## config.mk

```make
export PLATFORM = sky130hd
export DESIGN_NAME = uart_bootloader_host_engine_unit
export DESIGN_NICKNAME = d
export VERILOG_FILES = /design/src/rtl/core/ubhe_pkg.sv /design/src/rtl/core/ubhe_step.sv /design/src/rtl/core/ubhe_outq.sv /design/src/rtl/core/uart_bootloader_host_engine_unit.sv
export SDC_FILE = /design/constraint.sdc
export NUM_CORES = 1
export LEC_CHECK = 0
export BUFFER_PORTS_ARGS = -buffer_cell sky130_fd_sc_hd__buf_2
export CORE_ASPECT_RATIO = 2
export CORE_UTILIZATION = 40
export CTS_CLUSTER_SIZE = 30
export DETAILED_ROUTE_END_ITERATION = 8
export PLACE_DENSITY = 0.66
export SLEW_MARGIN = 20
export SYNTH_ARGS = -nofsm -noshare
export SYNTH_HDL_FRONTEND = slang
export SYNTH_SLANG_ARGS = --single-unit
```

## constraint.sdc

```tcl
create_clock -name clk -period 6.2 [get_ports clk]
set_input_delay 1.24 -clock clk [delete_from_list [all_inputs] [get_ports clk]]
set_output_delay 1.24 -clock clk [all_outputs]
set_load 0.03 [all_outputs]
```

## src/rtl/core/ubhe_pkg.sv

```systemverilog
// Package: shared constants, phases and result types for the bootloader host engine.
`timescale 1ns / 1ps
package ubhe_pkg;

  localparam int BLOCK_BYTES_DEF = 256;
  localparam int MAX_RES = 5;
  localparam int RES_IDX_W = 3;

  localparam logic [2:0] CMD_INIT  = 3'd0;
  localparam logic [2:0] CMD_GET   = 3'd1;
  localparam logic [2:0] CMD_PROT  = 3'd2;
  localparam logic [2:0] CMD_ID    = 3'd3;
  localparam logic [2:0] CMD_READ  = 3'd4;
  localparam logic [2:0] CMD_WRITE = 3'd5;
  localparam logic [2:0] CMD_TGT   = 3'd6;
  localparam logic [2:0] CMD_HDAT  = 3'd7;

  localparam logic [7:0] SYNC_BYTE = 8'h7F;
  localparam logic [7:0] ACK_BYTE  = 8'h79;
  localparam logic [7:0] NACK_BYTE = 8'h1F;
  localparam logic [7:0] OP_GET    = 8'h00;
  localparam logic [7:0] OP_PROT   = 8'h01;
  localparam logic [7:0] OP_ID     = 8'h02;
  localparam logic [7:0] OP_READ   = 8'h11;
  localparam logic [7:0] OP_WRITE  = 8'h31;

  localparam logic [1:0] KIND_SEND  = 2'd0;
  localparam logic [1:0] KIND_REPLY = 2'd1;
  localparam logic [1:0] KIND_DONE  = 2'd2;

  localparam logic [1:0] ST_OK    = 2'd0;
  localparam logic [1:0] ST_PROTO = 2'd1;
  localparam logic [1:0] ST_RDP   = 2'd2;
  localparam logic [1:0] ST_INVAL = 2'd3;

  localparam logic [4:0] PH_IDLE     = 5'd0;
  localparam logic [4:0] PH_CMD_ACK  = 5'd1;
  localparam logic [4:0] PH_GET_LEN  = 5'd2;
  localparam logic [4:0] PH_GET_VER  = 5'd3;
  localparam logic [4:0] PH_LIST     = 5'd4;
  localparam logic [4:0] PH_PRS_SKIP = 5'd5;
  localparam logic [4:0] PH_PRS_D    = 5'd6;
  localparam logic [4:0] PH_PRS_E    = 5'd7;
  localparam logic [4:0] PH_FINAL    = 5'd8;
  localparam logic [4:0] PH_ID_LEN   = 5'd9;
  localparam logic [4:0] PH_MEM_CMD  = 5'd10;
  localparam logic [4:0] PH_MEM_ADDR = 5'd11;
  localparam logic [4:0] PH_RD_CNT   = 5'd12;
  localparam logic [4:0] PH_RD_DATA  = 5'd13;
  localparam logic [4:0] PH_WR_DATA  = 5'd14;
  localparam logic [4:0] PH_WR_ACK   = 5'd15;

  typedef struct packed {
    logic [1:0] kind;
    logic [7:0] value;
    logic [1:0] status;
  } res_t;

  typedef struct packed {
    logic [RES_IDX_W-1:0] cnt;
    res_t [MAX_RES-1:0]   res;
  } res_list_t;

  typedef struct packed {
    logic [4:0]  phase;
    logic [2:0]  operation;
    logic [31:0] cur_addr;
    logic [23:0] bytes_rem;
    logic [8:0]  block_left;
    logic [7:0]  run_xor;
    logic [8:0]  reply_left;
  } eng_state_t;

endpackage

```

## src/rtl/core/ubhe_step.sv

```systemverilog
// Combinational step: one input item against engine state, gives next state and results.
`timescale 1ns / 1ps
module ubhe_step #(
  parameter int BLOCK_BYTES = ubhe_pkg::BLOCK_BYTES_DEF
) (
  input  ubhe_pkg::eng_state_t st,
  input  logic [7:0]           reply_cap,
  input  logic [2:0]           cmd,
  input  logic [31:0]          base_addr,
  input  logic [23:0]          byte_count,
  input  logic [7:0]           data_byte,
  output ubhe_pkg::eng_state_t st_nxt,
  output ubhe_pkg::res_list_t  rl
);
  import ubhe_pkg::*;

  localparam logic [23:0] BLK24 = 24'(BLOCK_BYTES);

  always_comb begin
    logic [7:0]  b;
    logic [31:0] a;
    logic [8:0]  blk;
    logic [7:0]  c;
    logic [8:0]  rl_dec;
    logic [8:0]  bl_dec;
    logic [7:0]  xr;
    b = data_byte;
    a = st.cur_addr;
    blk = '0;
    c = '0;
    rl_dec = st.reply_left - 9'd1;
    bl_dec = st.block_left - 9'd1;
    xr = st.run_xor ^ b;
    st_nxt = st;
    rl = '0;

    // results are appended in order; res[cnt] gets the next one
    if (cmd == CMD_TGT) begin
      case (st.phase)
        PH_FINAL: begin
          st_nxt.phase = PH_IDLE;
          rl.res[0] = '{KIND_DONE, 8'd0, (b == ACK_BYTE) ? ST_OK : ST_PROTO};
          rl.cnt = 3'd1;
        end
        PH_CMD_ACK: begin
          if (b != ACK_BYTE) begin
            st_nxt.phase = PH_IDLE;
            rl.res[0] = '{KIND_DONE, 8'd0, ST_PROTO};
            rl.cnt = 3'd1;
          end else begin
            st_nxt.phase = (st.operation == CMD_GET) ? PH_GET_LEN :
                           (st.operation == CMD_PROT) ? PH_PRS_SKIP : PH_ID_LEN;
          end
        end
        PH_GET_LEN: begin
          st_nxt.reply_left = {1'b0, b};
          st_nxt.phase = PH_GET_VER;
        end
        PH_GET_VER: begin
          if ({1'b0, reply_cap} < st.reply_left) begin
            st_nxt.phase = PH_IDLE;
            rl.res[0] = '{KIND_DONE, 8'd0, ST_INVAL};
            rl.cnt = 3'd1;
          end else begin
            st_nxt.phase = (st.reply_left == 9'd0) ? PH_FINAL : PH_LIST;
          end
        end
        PH_ID_LEN: begin
          st_nxt.reply_left = {1'b0, b} + 9'd1;
          if ({1'b0, reply_cap} < ({1'b0, b} + 9'd1)) begin
            st_nxt.phase = PH_IDLE;
            rl.res[0] = '{KIND_DONE, 8'd0, ST_INVAL};
            rl.cnt = 3'd1;
          end else begin
            st_nxt.phase = PH_LIST;
          end
        end
        PH_LIST: begin
          st_nxt.reply_left = rl_dec;
          if (rl_dec == 9'd0) st_nxt.phase = PH_FINAL;
          rl.res[0] = '{KIND_REPLY, b, ST_OK};
          rl.cnt = 3'd1;
        end
        PH_PRS_SKIP: st_nxt.phase = PH_PRS_D;
        PH_PRS_D: begin
          st_nxt.phase = PH_PRS_E;
          rl.res[0] = '{KIND_REPLY, b, ST_OK};
          rl.cnt = 3'd1;
        end
        PH_PRS_E: begin
          st_nxt.phase = PH_FINAL;
          rl.res[0] = '{KIND_REPLY, b, ST_OK};
          rl.cnt = 3'd1;
        end
        PH_MEM_CMD: begin
          if (b == NACK_BYTE || b != ACK_BYTE) begin
            st_nxt.phase = PH_IDLE;
            rl.res[0] = '{KIND_DONE, 8'd0, (b == NACK_BYTE) ? ST_RDP : ST_PROTO};
            rl.cnt = 3'd1;
          end else begin
            rl.res[0] = '{KIND_SEND, a[31:24], ST_OK};
            rl.res[1] = '{KIND_SEND, a[23:16], ST_OK};
            rl.res[2] = '{KIND_SEND, a[15:8], ST_OK};
            rl.res[3] = '{KIND_SEND, a[7:0], ST_OK};
            rl.res[4] = '{KIND_SEND, a[31:24] ^ a[23:16] ^ a[15:8] ^ a[7:0], ST_OK};
            rl.cnt = 3'd5;
            st_nxt.phase = PH_MEM_ADDR;
          end
        end
        PH_MEM_ADDR: begin
          if (b != ACK_BYTE) begin
            st_nxt.phase = PH_IDLE;
            rl.res[0] = '{KIND_DONE, 8'd0, (b == NACK_BYTE) ? ST_INVAL : ST_PROTO};
            rl.cnt = 3'd1;
          end else begin
            blk = (st.bytes_rem >= BLK24) ? 9'(BLOCK_BYTES) : st.bytes_rem[8:0];
            c = 8'(blk - 9'd1);
            st_nxt.block_left = blk;
            rl.res[0] = '{KIND_SEND, c, ST_OK};
            if (st.operation == CMD_WRITE) begin
              st_nxt.run_xor = c;
              st_nxt.phase = PH_WR_DATA;
              rl.cnt = 3'd1;
            end else begin
              rl.res[1] = '{KIND_SEND, ~c, ST_OK};
              rl.cnt = 3'd2;
              st_nxt.phase = PH_RD_CNT;
            end
          end
        end
        PH_RD_CNT: begin
          if (b != ACK_BYTE) begin
            st_nxt.phase = PH_IDLE;
            rl.res[0] = '{KIND_DONE, 8'd0, (b == NACK_BYTE) ? ST_RDP : ST_PROTO};
            rl.cnt = 3'd1;
          end else begin
            st_nxt.phase = PH_RD_DATA;
          end
        end
        PH_RD_DATA: begin
          rl.res[0] = '{KIND_REPLY, b, ST_OK};
          rl.cnt = 3'd1;
          st_nxt.cur_addr = a + 32'd1;
          st_nxt.bytes_rem = st.bytes_rem - 24'd1;
          st_nxt.block_left = bl_dec;
          if (bl_dec == 9'd0) begin
            if (st.bytes_rem == 24'd1) begin
              st_nxt.phase = PH_IDLE;
              rl.res[1] = '{KIND_DONE, 8'd0, ST_OK};
              rl.cnt = 3'd2;
            end else begin
              // read block restart: address alignment does not matter
              rl.res[1] = '{KIND_SEND, OP_READ, ST_OK};
              rl.res[2] = '{KIND_SEND, ~OP_READ, ST_OK};
              rl.cnt = 3'd3;
              st_nxt.phase = PH_MEM_CMD;
            end
          end
        end
        PH_WR_ACK: begin
          if (b != ACK_BYTE) begin
            st_nxt.phase = PH_IDLE;
            rl.res[0] = '{KIND_DONE, 8'd0, ST_PROTO};
            rl.cnt = 3'd1;
          end else if (st.bytes_rem == 24'd0) begin
            st_nxt.phase = PH_IDLE;
            rl.res[0] = '{KIND_DONE, 8'd0, ST_OK};
            rl.cnt = 3'd1;
          end else if (a[1:0] != 2'd0) begin
            st_nxt.phase = PH_IDLE;
            rl.res[0] = '{KIND_DONE, 8'd0, ST_INVAL};
            rl.cnt = 3'd1;
          end else begin
            rl.res[0] = '{KIND_SEND, OP_WRITE, ST_OK};
            rl.res[1] = '{KIND_SEND, ~OP_WRITE, ST_OK};
            rl.cnt = 3'd2;
            st_nxt.phase = PH_MEM_CMD;
          end
        end
        default: ;
      endcase
    end else if (cmd == CMD_HDAT) begin
      if (st.phase == PH_WR_DATA) begin
        rl.res[0] = '{KIND_SEND, b, ST_OK};
        rl.cnt = 3'd1;
        st_nxt.run_xor = xr;
        st_nxt.cur_addr = a + 32'd1;
        st_nxt.bytes_rem = st.bytes_rem - 24'd1;
        st_nxt.block_left = bl_dec;
        if (bl_dec == 9'd0) begin
          rl.res[1] = '{KIND_SEND, xr, ST_OK};
          rl.cnt = 3'd2;
          st_nxt.phase = PH_WR_ACK;
        end
      end
    end else if (st.phase == PH_IDLE) begin
      st_nxt.operation = cmd;
      case (cmd)
        CMD_INIT: begin
          rl.res[0] = '{KIND_SEND, SYNC_BYTE, ST_OK};
          rl.cnt = 3'd1;
          st_nxt.phase = PH_FINAL;
        end
        CMD_GET, CMD_PROT, CMD_ID: begin
          c = (cmd == CMD_GET) ? OP_GET : (cmd == CMD_PROT) ? OP_PROT : OP_ID;
          rl.res[0] = '{KIND_SEND, c, ST_OK};
          rl.res[1] = '{KIND_SEND, ~c, ST_OK};
          rl.cnt = 3'd2;
          st_nxt.phase = PH_CMD_ACK;
        end
        default: begin
          st_nxt.cur_addr = base_addr;
          st_nxt.bytes_rem = byte_count;
          if (byte_count == 24'd0) begin
            st_nxt.phase = PH_IDLE;
            rl.res[0] = '{KIND_DONE, 8'd0, ST_OK};
            rl.cnt = 3'd1;
          end else if (cmd == CMD_WRITE && base_addr[1:0] != 2'd0) begin
            st_nxt.phase = PH_IDLE;
            rl.res[0] = '{KIND_DONE, 8'd0, ST_INVAL};
            rl.cnt = 3'd1;
          end else begin
            c = (cmd == CMD_WRITE) ? OP_WRITE : OP_READ;
            rl.res[0] = '{KIND_SEND, c, ST_OK};
            rl.res[1] = '{KIND_SEND, ~c, ST_OK};
            rl.cnt = 3'd2;
            st_nxt.phase = PH_MEM_CMD;
          end
        end
      endcase
    end
  end

endmodule

```

## src/rtl/core/ubhe_outq.sv

```systemverilog
// Result buffer: holds one item's result list and drains it one result per cycle while out_tready is high.
`timescale 1ns / 1ps
module ubhe_outq (
  input  logic                clk,
  input  logic                rst_n,
  input  logic                load,
  input  ubhe_pkg::res_list_t load_list,
  output logic                busy,
  output logic                drain_last,
  output logic                out_tvalid,
  input  logic                out_tready,
  output logic [15:0]         out_tdata,
  output logic [1:0]          out_tuser,
  output logic                out_tlast
);
  import ubhe_pkg::*;

  res_list_t          list_r;
  logic [RES_IDX_W-1:0] idx_r, idx_nxt, cnt_r, cnt_nxt;
  res_t               cur;

  assign busy = (cnt_r != '0);
  assign out_tvalid = busy;
  assign cur = list_r.res[idx_r];
  assign out_tdata = {6'd0, cur.status, cur.value};
  assign out_tuser = cur.kind;
  assign out_tlast = (idx_r + 3'd1 == cnt_r);
  assign drain_last = out_tvalid && out_tready && out_tlast;

  always_comb begin
    idx_nxt = idx_r;
    cnt_nxt = cnt_r;
    if (out_tvalid && out_tready) begin
      if (out_tlast) begin
        cnt_nxt = '0;
        idx_nxt = '0;
      end else begin
        idx_nxt = idx_r + 3'd1;
      end
    end
    if (load) begin
      cnt_nxt = load_list.cnt;
      idx_nxt = '0;
    end
  end

  always_ff @(posedge clk) begin
    if (!rst_n) begin
      cnt_r <= '0;
      idx_r <= '0;
    end else begin
      cnt_r <= cnt_nxt;
      idx_r <= idx_nxt;
    end
    if (load) list_r <= load_list;
  end

endmodule

```

## src/rtl/core/uart_bootloader_host_engine_unit.sv

```systemverilog
// Top level: bootloader host engine with input register, step logic and result buffer.
`timescale 1ns / 1ps
// An accepted item is held in the input register; once the result buffer is free or drains
//   its last result, the item's results are registered there and shown on the output.
// Throughput: one item per cycle when items cause no result and the buffer is free; an item
//   with results holds the next item in the input register while they drain, out_tready stalls included.
// Reset (rst_n low, synchronous): phase idle, all counters zero, reply_capacity 255,
//   input register and result buffer empty.
module uart_bootloader_host_engine_unit #(
  parameter int BLOCK_BYTES = ubhe_pkg::BLOCK_BYTES_DEF
) (
  input  logic        clk,
  input  logic        rst_n,
  input  logic        in_tvalid,
  output logic        in_tready,
  // tuser: cmd[2:0]
  input  logic [2:0]  in_tuser,
  // tdata: base address[31:0], byte_count[55:32], data_byte[63:56]
  input  logic [63:0] in_tdata,
  output logic        out_tvalid,
  input  logic        out_tready,
  // tuser: kind[1:0]
  output logic [1:0]  out_tuser,
  // tdata: value[7:0], status[9:8], zero pad
  output logic [15:0] out_tdata,
  output logic        out_tlast,
  input  logic        cfg_valid,
  output logic        cfg_ready,
  input  logic [7:0]  cfg_data
);
  import ubhe_pkg::*;

  logic        vld_r;
  logic [66:0] item_r;
  logic [7:0]  cap_r;
  eng_state_t  st_r, st_nxt;
  res_list_t   rl;
  logic        q_busy, q_drain_last, step_go, load;

  assign cfg_ready = 1'b1;

  // the registered item is evaluated once the buffer is free or drains this cycle
  assign step_go = vld_r && (!q_busy || q_drain_last);
  assign load = step_go && (rl.cnt != '0);
  assign in_tready = !vld_r || step_go;

  // item_r: cmd[2:0], address[34:3], count[58:35], byte[66:59]
  ubhe_step #(.BLOCK_BYTES(BLOCK_BYTES)) u_step (
    .st(st_r), .reply_cap(cap_r),
    .cmd(item_r[2:0]), .base_addr(item_r[34:3]),
    .byte_count(item_r[58:35]), .data_byte(item_r[66:59]),
    .st_nxt(st_nxt), .rl(rl)
  );

  ubhe_outq u_outq (
    .clk(clk), .rst_n(rst_n), .load(load), .load_list(rl),
    .busy(q_busy), .drain_last(q_drain_last),
    .out_tvalid(out_tvalid), .out_tready(out_tready),
    .out_tdata(out_tdata), .out_tuser(out_tuser), .out_tlast(out_tlast)
  );

  always_ff @(posedge clk) begin
    if (!rst_n) begin
      vld_r <= 1'b0;
      cap_r <= 8'hFF;
      st_r  <= '0;
    end else begin
      if (cfg_valid) cap_r <= cfg_data;
      if (in_tready) vld_r <= in_tvalid;
      if (step_go) st_r <= st_nxt;
    end
    if (in_tready && in_tvalid) item_r <= {in_tdata, in_tuser};
  end

  a_idle_ready: assert property (@(posedge clk) disable iff (!rst_n)
    !vld_r |-> in_tready) else $error("input register empty but not ready");
  a_drain_cnt: assert property (@(posedge clk) disable iff (!rst_n)
    load |=> out_tvalid) else $error("loaded result list not shown");
  a_phase_rng: assert property (@(posedge clk) disable iff (!rst_n)
    st_r.phase[4] == 1'b0) else $error("phase out of range");

endmodule
```

* Word level (Yosys, flattened, before mapping)
Cells that the tools add are included.
** Storage, ports and cells
- Register bits :: 232
- Output and inout port bits :: 22
- Logic and storage cells :: 234
** Cells by class
- $add $sub $neg :: 7
- Magnitude comparators :: 4
- Equality and inequality tests :: 41
- Muxes and demuxes :: 101
- Bitwise operators :: 11
- Reduce and logical (&&, ||, !) cells :: 43
** Operators with widths (number)
- $mux 12 :: 17
- $mux 56 :: 3
- $mux 73 :: 2
- $pmux 12 s9 :: 1
- $mux 24 :: 4
- $pmux 5 s14 :: 1
- $mux 5 :: 13
- $mux 64 :: 1
- $mux 10 :: 5
- $logic_not 24->1 :: 2
- $pmux 12 s2 :: 2
- $pmux 12 s4 :: 1
- $mux 22 :: 2
- $eq 5x4->1 const B :: 8
- $mux 3 :: 13
- $bmux 12 s3 :: 1
- $mux 17 :: 2
- $add 32x1->32 const B :: 1
- $xor 8x8->8 :: 4
- $mux 4 :: 7
- $logic_not 9->1 :: 3
- $pmux 9 s3 :: 1
- $eq 24x1->1 const B :: 1
- $ge 24x9->1 const B :: 1
- 50 further kinds :: 111

* Longest topological paths before layout
Gate-level depths: netlist of run 1.
- Depth in word-level cells :: 12
- Mapped depth :: 13
- Mapped depth without buffers :: 12

* Modules after synthesis
From an unflattened synthesis of run 1, not the netlist that was laid out.
** Unflattened totals
- Cells, all modules :: 1664
- Area, all modules :: 14737.9 sq um
** By module, submodules not included
- uart_bootloader_host_engine_unit :: instances 1, cells each 493, area each 6058.3 sq um, sequential area each 3993.8 sq um
- ubhe_step :: instances 1, cells each 1011, area each 5945.7 sq um, sequential area each 0.0 sq um
- ubhe_outq :: instances 1, cells each 160, area each 2733.9 sq um, sequential area each 1921.8 sq um

* Worst setup path before layout of run 1
Ideal clock, no wire load.
- Path kind :: reg-to-reg
- From :: reg u_outq.idx_r[2]
- To :: reg item_r[0] (enable)
- Setup time :: 0.532 ns
- Arrival :: 5.540 ns
- Slack :: 0.128 ns
- Stages on the path, launching flop included :: 6
- Buffers on the path :: 1
- Path through :: dfxtp_1 -> buf_2 -> xor3_1 -> nor3_1 -> nand2_1 -> a31oi_1
** On the way
- Cells in the longest elaborated chain, start to end :: 7
** RTL lines
- start, declared :: line ubhe_outq.sv:19 : logic [RES_IDX_W-1:0] idx_r, idx_nxt, cnt_r, cnt_nxt;
- start signal, assigned :: line ubhe_outq.sv:53 : idx_r <= idx_nxt;
- $add 3x1->3 :: line ubhe_outq.sv:27 : assign out_tlast = (idx_r + 3'd1 == cnt_r);
- $eq 3x3->1 :: line ubhe_outq.sv:27
- named net out_tlast :: line uart_bootloader_host_engine_unit.sv:26 : output logic out_tlast,
- $logic_and 1x1->1 :: line ubhe_outq.sv:28 : assign drain_last = out_tvalid && out_tready && out_tlast;
- $logic_or 1x1->1 :: line uart_bootloader_host_engine_unit.sv:43 : assign step_go = vld_r && (!q_busy || q_drain_last);
- $logic_and 1x1->1 :: line uart_bootloader_host_engine_unit.sv:43
- $logic_or 1x1->1 :: line uart_bootloader_host_engine_unit.sv:45 : assign in_tready = !vld_r || step_go;
- $logic_and 1x1->1 :: line uart_bootloader_host_engine_unit.sv:72 : if (in_tready && in_tvalid) item_r <= {in_tdata, in_tuser};
- end signal, assigned :: line uart_bootloader_host_engine_unit.sv:72
- end, declared :: line uart_bootloader_host_engine_unit.sv:34 : logic [66:0] item_r;
The timed path passes the listed nets, and every way through them passes these cells.
A chain may end at the register's enable or synchronous reset.

* Final worst setup path of run 1
- From :: reg u_outq.idx_r[2]
- To :: out in_tready
** On the way
- Cells in the longest elaborated chain, start to end :: 6
** RTL lines
- $add 3x1->3 :: line ubhe_outq.sv:27
- $eq 3x3->1 :: line ubhe_outq.sv:27
- $logic_and 1x1->1 :: line ubhe_outq.sv:28
- $logic_or 1x1->1 :: line uart_bootloader_host_engine_unit.sv:43
- $logic_and 1x1->1 :: line uart_bootloader_host_engine_unit.sv:43
- $logic_or 1x1->1 :: line uart_bootloader_host_engine_unit.sv:45
- end, declared :: line uart_bootloader_host_engine_unit.sv:15 : output logic in_tready,
No other way between the ends.

==> impl_metrics.tcl, run 1 <==
set metrics [dict create \
    result_of_the_run "finished clean" \
    drt_drc_violations_left 0 \
    cp.required_ns 4.96 \
    number_of_search_and_repair_iterations_in_the_first_detailed_routing_pass 6 \
    hp-start "st_r[44]$_SDFFE_PN0P_" \
    vias 11670 \
    cts_sinks 216 \
    dpl.cell_count 1863 \
    fmaxAchievable_mhz 229 \
    p_comb_share_pct 18.6 \
    layout-area-overhead-vs-synth_pct 10.5 \
    fp.dieArea_sq_um 32600 \
    power.total_w 0.00367 \
    rsz_0062_raised_after_global_routing "false" \
    dr.max_layer_used "met4" \
    yosys-top-cells-area "sky130_fd_sc_hd__edfxtp_1 26%, sky130_fd_sc_hd__dfxtp_1 16%, sky130_fd_sc_hd__a21oi_1 5.0%" \
    die_w_microns 128 \
    synth_largest_area_cell "sky130_fd_sc_hd__edfxtp_1" \
    grt_max_degree 75 \
    power.sequential.fraction_pct 45.3 \
    numCtsBuffers 21 \
    row_count 92 \
    yosysUniqueCellTypes 80 \
    static-leakage-power_nw 4.87 \
    hold_slack_ns 0.484 \
    final_core_util_pct 44.8 \
    yosysMostFrequentCell "sky130_fd_sc_hd__nor2_1" \
    regArea_sq_um 5450 \
    worstHoldPathType "reg2reg" \
    drt_iter0_markers 896 \
    critical_path_peak_fanout 15 \
    postCtsSetupRepairBufs 0 \
    layout_worst_path_cycle_share_pct 70.3 \
    worst_r2r_startpoint "item_r[59]$_DFFE_PP_" \
    worst_slew_slack_as_a_fraction_of_its_limit_pct 27.3 \
    worstReg2RegEnd "u_outq.list_r[9]$_DFFE_PP_" \
    via_count_of_the_first_global_routing_pass 11240 \
    worst_setup_hold_path_clk_slew_ns 0.07 \
    synthesis_warning_total 0 \
    clock_tree_root "sky130_fd_sc_hd__clkbuf_16" \
    core-area_sq_um 31400 \
    endpoint_kind "output port" \
    worst_pin_slew_ns 1.08 \
    antenna_cells_inserted 0 \
    share_clk_of_total_power_pct 36.1 \
    post_synth.cell_area_avg_sq_um 8.79 \
    holdBufCountCts 0 \
    cts_tree "yes" \
    worstHoldPathCells 2 \
    critical_path.startpoint_type "register" \
    yosys_register_bits 216 \
    finalNonFillerCells 1900 \
    grt-ovfl-total 0 \
    path_buf_inv 1 \
    ys.flop_type "sky130_fd_sc_hd__edfxtp_1" \
    cts.repair.resized 0 \
    path_delay_family "simple AND/OR/NAND/NOR gates" \
    ratio_of_cells_with_drive_above_1_in_the_final_layout_pct 12.7 \
    global_route.usage.total_pct 25.7 \
    htree_num_levels 1 \
    worst_r2r_path_depth 12 \
    drv_slew 0 \
    wl_per_cell_microns 22.0 \
    clk_latency_ns 0.52 \
    gp_congestion 1.02 \
    critPathMaxStageDelay_ns 0.78 \
    min_period_ns 4.36 \
    final_net_count 1570 \
    timing.max_cap.violations 0 \
    grt_first_pass_wirelength_microns 64000 \
    whs_endpoint "st_r[44]$_SDFFE_PN0P_" \
    final_hold_viol_count 0 \
    nFillCells 3059 \
    synth.top_cells.by_count "145 x sky130_fd_sc_hd__nor2_1, 133 x sky130_fd_sc_hd__nand2_1, 127 x sky130_fd_sc_hd__a21oi_1" \
    worst-endpoint-arrival_ns 3.12 \
    vdd.ir_drop.worst_v 0.000236 \
    cts.path.max_buffers 3 \
    internal_power_w 0.00257 \
    critical_path.cell_chain "xor3_1 > nor3_1 > nand2_1 > nand3_1 > buf_2" \
    met3WireLength_microns 2330 \
    fp.dieH_microns 254 \
    report.final.setup_viol 0 \
    fin_worst_skew_ns 0.0204 \
    timing.setup.critical_path_class "reg2out" \
    async_reset_ff_share_pct 0 \
    switching_power_w 0.00110 \
    place.port_buffers 94 \
    final_antenna_net_count 0 \
    post-dp-hpwl_microns 30200 \
    number_of_synthesized_flops_with_an_enable_pin 112 \
    synth_area_sq_um 12700 \
    route.detailed.vias_per_inst 6.14 \
    power-per-cell-area_nw_per_um2 261 \
    floorplan.initialDensity_pct 40.5 \
    post_synth_inst_count 1448 \
    p_sw_share_pct 30.1 \
    setup.reg_to_reg.worst_slack_ns 2.04 \
    number_of_antenna_violations_at_the_first_check_in_global_routing 0 \
    critical-path-slowest-cell "sky130_fd_sc_hd__dfxtp_1" \
    synthDominantCellAreaShare_pct 26.4 \
    wl_microns 41800 \
    detail_route.wirelength.met1_microns 14600 \
    boundaryPins 102 \
    ys_seq_area_share_pct 42.8 \
    met2_length_microns 21800 \
    multi_input_comb_area_sq_um 6700 \
    totalNegativeSetupSlack_ns 0 \
]
==> kinds of logic (layout without fill, tap and decap cells) <==
logic type	after synthesis	after routing	synth area share, %
and+or+nand+nor	514	514	19.9
AOI/OAI and AO/OA	447	447	23.1
DFF	216	216	42.8
buffers and inverters	155	179	5.08
xor gates and xnor gates	58	58	4.11
adders and majority gates	29	29	2.81
muxes	27	27	2.12
other	2	7	0.0590
==> worst reg2reg max path: stages (launching register included) <==
cell	delay, ns
sky130_fd_sc_hd__edfxtp_1	0.63
sky130_fd_sc_hd__ha_1	0.33
sky130_fd_sc_hd__and4_1	0.23
sky130_fd_sc_hd__nand2_1	0.09
sky130_fd_sc_hd__xor2_1	0.20
sky130_fd_sc_hd__ha_1	0.34
sky130_fd_sc_hd__nand3_1	0.10
sky130_fd_sc_hd__or2_2	0.30
sky130_fd_sc_hd__a31oi_1	0.30
sky130_fd_sc_hd__nor2_1	0.10
sky130_fd_sc_hd__o21ai_0	0.20
sky130_fd_sc_hd__nand3_1	0.28
sky130_fd_sc_hd__o21a_2	0.63
==> sequential cells by signal, indices dropped and copies added (netlist names) <==
signal	count
item_r	67
vld_r	1
u_outq.list_r	45
u_outq.cnt_r	3
st_r	89
cap_r	8
u_outq.idx_r	3
==> through the flow <==
stage	instance area [sq um]	setup slack, ns
final	14100	1.84
after global routing	14100	1.60
after CTS	14100	1.79
after detailed placement	13400	2.13
after global placement	13400	2.26
after floorplan	12700	0.128
==> cell usage in the layout, fill, tap and decap left out, drive strengths merged, types with 9 or more instances in the layout <==
| cell | n |
|---|---|
| nand2b | 9 |
| nor3 | 49 |
| and2 | 10 |
| a211oi | 11 |
| buf | 110 |
| a22oi | 27 |
| xnor2 | 40 |
| nand3 | 46 |
| nor2 | 146 |
| o22ai | 16 |
| o31ai | 12 |
| nand2 | 133 |
| ha | 27 |
| a31oi | 17 |
| nand4 | 24 |
| a21oi | 127 |
| nor4 | 19 |
| xor2 | 17 |
| a32o | 9 |
| inv | 32 |
| o211ai | 10 |
| edfxtp | 112 |
| dfxtp | 104 |
| or3 | 10 |
| and3 | 23 |
| o21ai | 121 |
| mux2i | 27 |
| and4 | 12 |
| a221oi | 19 |
| clkbuf | 29 |
==> final cells by class <==
class	instances	area share (%)
Tap cell	423	3.76
Clock buffer	29	4.02
Multi-Input combinational cell	1082	47.6
Timing Repair Buffer	110	4.20
Clock inverter	8	0.854
Sequential cell	216	38.7
Inverter	32	0.854
==> metal layers <==
| layer | track usage [%] | up-vias |
|---|---|---|
| met1 | 26.7 | 5565 |
| met2 | 47.5 | 537 |
| met3 | 3.04 | 157 |
| met5 | 0 | - |
| li1 | - | 5411 |
| met4 | 18.2 | 0 |
==> worst max path at each step <==
stage | end | slack, ns | start | cells after the start
after CTS | in_tready | 1.79 | u_outq.idx_r[2]$_SDFFE_PP0P_ | 5
after global placement | u_outq.list_r[40]$_SDFFCE_PP0P_ | 2.26 | item_r[59]$_DFFE_PP_ | 12
final | in_tready | 1.84 | u_outq.idx_r[2]$_SDFFE_PP0P_ | 5
after detailed placement | u_outq.list_r[42]$_SDFFCE_PP0P_ | 2.13 | item_r[59]$_DFFE_PP_ | 12
after floorplan | item_r[0]$_DFFE_PP_ | 0.13 | u_outq.idx_r[2]$_SDFFE_PP0P_ | 5
after global routing | in_tready | 1.60 | u_outq.idx_r[2]$_SDFFE_PP0P_ | 5
==> power groups by stage <==
stage               Combinational, W  Sequential [W]  Clock [W]
detailed placement          0.000672         0.00169          0
finish                      0.000683         0.00166    0.00132
global route                0.000735         0.00167    0.00140
CTS                         0.000674         0.00166    0.00134
floorplan                   0.000490         0.00164          0
global placement            0.000665         0.00169          0
(Power assumes the default switching activity.)
==> inputs of run 2 (changes only) <==
--- a/config.mk
+++ b/config.mk
@@ -10,7 +10,7 @@
 export CORE_UTILIZATION = 40
 export CTS_CLUSTER_SIZE = 30
 export DETAILED_ROUTE_END_ITERATION = 8
-export PLACE_DENSITY = 0.66
+export PLACE_DENSITY = 0.68
 export SLEW_MARGIN = 20
 export SYNTH_ARGS = -nofsm -noshare
 export SYNTH_HDL_FRONTEND = slang
==> constraint.sdc (replaced) <==
create_clock -name clk -period 3.56 [get_ports clk]
set_input_delay 0.712 -clock clk [delete_from_list [all_inputs] [get_ports clk]]
set_output_delay 0.712 -clock clk [all_outputs]
set_load 0.03 [all_outputs]
==> run 2 against run 1 <==
Via count is 2.5% higher; hold slack worse by 0.13 ns; sequential power is 73% higher; critical path depth is 1 higher; clock skew is 0.012 ns lower; clock-buffer cell count is 3 lower; wire length is 1.0% higher; critical path type unchanged.
==> impl_metrics.tcl, run 2 (synthesized netlist as in run 1, its figures left out) <==
set metrics [dict create \
    final_net_count 1633 \
    vias 11966 \
    largest_register "st_r" \
    cts.repair.resized 0 \
    endpoint_kind "output port" \
    die_w_microns 128 \
    fp.dieH_microns 254 \
    met3WireLength_microns 2120 \
    path_delay_family "simple AND/OR/NAND/NOR gates" \
    via_count_of_the_first_global_routing_pass 11599 \
    number_of_antenna_violations_at_the_first_check_in_global_routing 0 \
    core-area_sq_um 31400 \
    final_antenna_net_count 0 \
    grt_first_pass_wirelength_microns 65000 \
    numCtsBuffers 22 \
    gp_congestion 1.02 \
    nFillCells 2978 \
    static-leakage-power_nw 5.25 \
    fin_worst_skew_ns 0.00841 \
    result_of_the_run "finished clean" \
    biggestRegsByFlops "st_r (89), item_r (67), u_outq.list_r (45)" \
    path_buf_inv 1 \
    row_count 92 \
    holdBufCountCts 0 \
    worst_setup_hold_path_clk_slew_ns 0.06 \
    worst_pin_slew_ns 0.786 \
    grt_max_degree 59 \
    critical_path_peak_fanout 13 \
    fmaxAchievable_mhz 304 \
    wl_microns 42200 \
    floorplan.initialDensity_pct 40.5 \
    rsz_0062_raised_after_global_routing "false" \
    timing.setup.critical_path_class "reg2out" \
    detail_route.wirelength.met1_microns 14600 \
    layout-area-overhead-vs-synth_pct 15.4 \
    final_core_util_pct 46.7 \
    dr.max_layer_used "met4" \
    totalNegativeSetupSlack_ns 0 \
    number_of_search_and_repair_iterations_in_the_first_detailed_routing_pass 5 \
    fp.dieArea_sq_um 32600 \
    finalNonFillerCells 1965 \
    largest_register_ff_count 89 \
    cts.path.max_buffers 3 \
    dpl.cell_count 1925 \
    worst_slew_slack_as_a_fraction_of_its_limit_pct 46.9 \
    clock_tree_root "sky130_fd_sc_hd__clkbuf_16" \
    htree_num_levels 1 \
    grt-ovfl-total 0 \
    drt_drc_violations_left 0 \
    critPathMaxStageDelay_ns 0.47 \
    timing.max_cap.violations 0 \
    setup.reg_to_reg.worst_slack_ns 0.29 \
    final_hold_viol_count 0 \
    boundaryPins 102 \
    min_period_ns 3.28 \
    antenna_cells_inserted 0 \
    critical_path.startpoint_type "register" \
    report.final.setup_viol 0 \
    post-dp-hpwl_microns 31200 \
    most-common-layout-cells "145 x sky130_fd_sc_hd__nor2_1, 133 x sky130_fd_sc_hd__nand2_1, 126 x sky130_fd_sc_hd__a21oi_1" \
    power-per-cell-area_nw_per_um2 453 \
    ratio_of_cells_with_drive_above_1_in_the_final_layout_pct 16.6 \
    critical_path.cell_chain "ha_1 > xor2_1 > nor3_2 > nand2_1 > nand3_1 > buf_2" \
    wl_per_cell_microns 21.5 \
    worst-endpoint-arrival_ns 2.57 \
    layout_worst_path_cycle_share_pct 92.3 \
    cts_tree "yes" \
    vdd.ir_drop.worst_v 0.000460 \
    clk_latency_ns 0.53 \
    multi_input_comb_area_sq_um 6700 \
    route.detailed.vias_per_inst 6.09 \
    regArea_sq_um 5450 \
    critical-path-slowest-cell "sky130_fd_sc_hd__dfxtp_2" \
    cp.required_ns 2.85 \
    cts_sinks 216 \
    place.port_buffers 94 \
    worstHoldPathType "in2reg" \
    global_route.usage.total_pct 26.1 \
    drv_slew 0 \
    postCtsSetupRepairBufs 0 \
    met2_length_microns 22300 \
    drt_iter0_markers 1103 \
    final_common_cell "sky130_fd_sc_hd__nor2_1" \
]
## run 2: cell type report
class | instances | share of cell area (%)
repair buffers | 172 | 7.62
well taps | 423 | 3.60
clock buffers | 26 | 4.00
multi-input cells | 1082 | 45.6
inverters | 32 | 0.818
flip-flops and latches | 216 | 37.1
clock inverters | 14 | 1.24
## run 2: where the power goes
part	leakage (nW)	total (W)	internal [W]	switching [W]
clock network	0.373	0.00251	0.00148	0.00103
registers	1.93	0.00287	0.00275	0.000116
logic	2.94	0.00127	0.000442	0.000833
total	5.25	0.00665	0.00467	0.00198
## run 2: per-layer routing
metal	GRT usage, %	up-vias
met5	0	-
met4	17.7	0
met3	3.50	164
met2	48.7	515
met1	26.6	5739
li1	-	5548
## run 2: worst reg2reg max path: stages (launching register included)
cell and delay (ns):
sky130_fd_sc_hd__dfxtp_1 0.36, sky130_fd_sc_hd__nor4_2 0.57, sky130_fd_sc_hd__nand4_1 0.25, sky130_fd_sc_hd__nor3_2 0.44, sky130_fd_sc_hd__nand2_1 0.17, sky130_fd_sc_hd__ha_1 0.30, sky130_fd_sc_hd__nand2_1 0.08, sky130_fd_sc_hd__o21ai_0 0.08
sky130_fd_sc_hd__a22oi_1 0.24, sky130_fd_sc_hd__o21ai_0 0.12, sky130_fd_sc_hd__a221o_1 0.40
## run 2: through the flow
| stage | hold slack, ns | area (sq um) | power (W) | worst slack (ns) |
|---|---|---|---|---|
| after floorplan | 0.453 | 12800 | 0.00371 | 0.169 |
| after global placement | 0.461 | 13900 | 0.00415 | 0.367 |
| after detailed placement | 0.478 | 13900 | 0.00417 | 0.321 |
| after CTS | 0.340 | 14700 | 0.00667 | 0.119 |
| after global routing | 0.338 | 14700 | 0.00690 | 0.0292 |
| final | 0.352 | 14700 | 0.00665 | 0.275 |
## run 2: path summary, 6_finish.rpt
check,from,endpoint,cells after the start
max,u_outq.idx_r[1]$_SDFFE_PP0P_,in_tready,6
min,in_tdata[63],item_r[66]$_DFFE_PP_,1
max reg2reg,st_r[41]$_SDFFE_PN0P_,u_outq.list_r[8]$_DFFE_PP_,10
min reg2reg,st_r[49]$_SDFFE_PN0P_,st_r[49]$_SDFFE_PN0P_,2
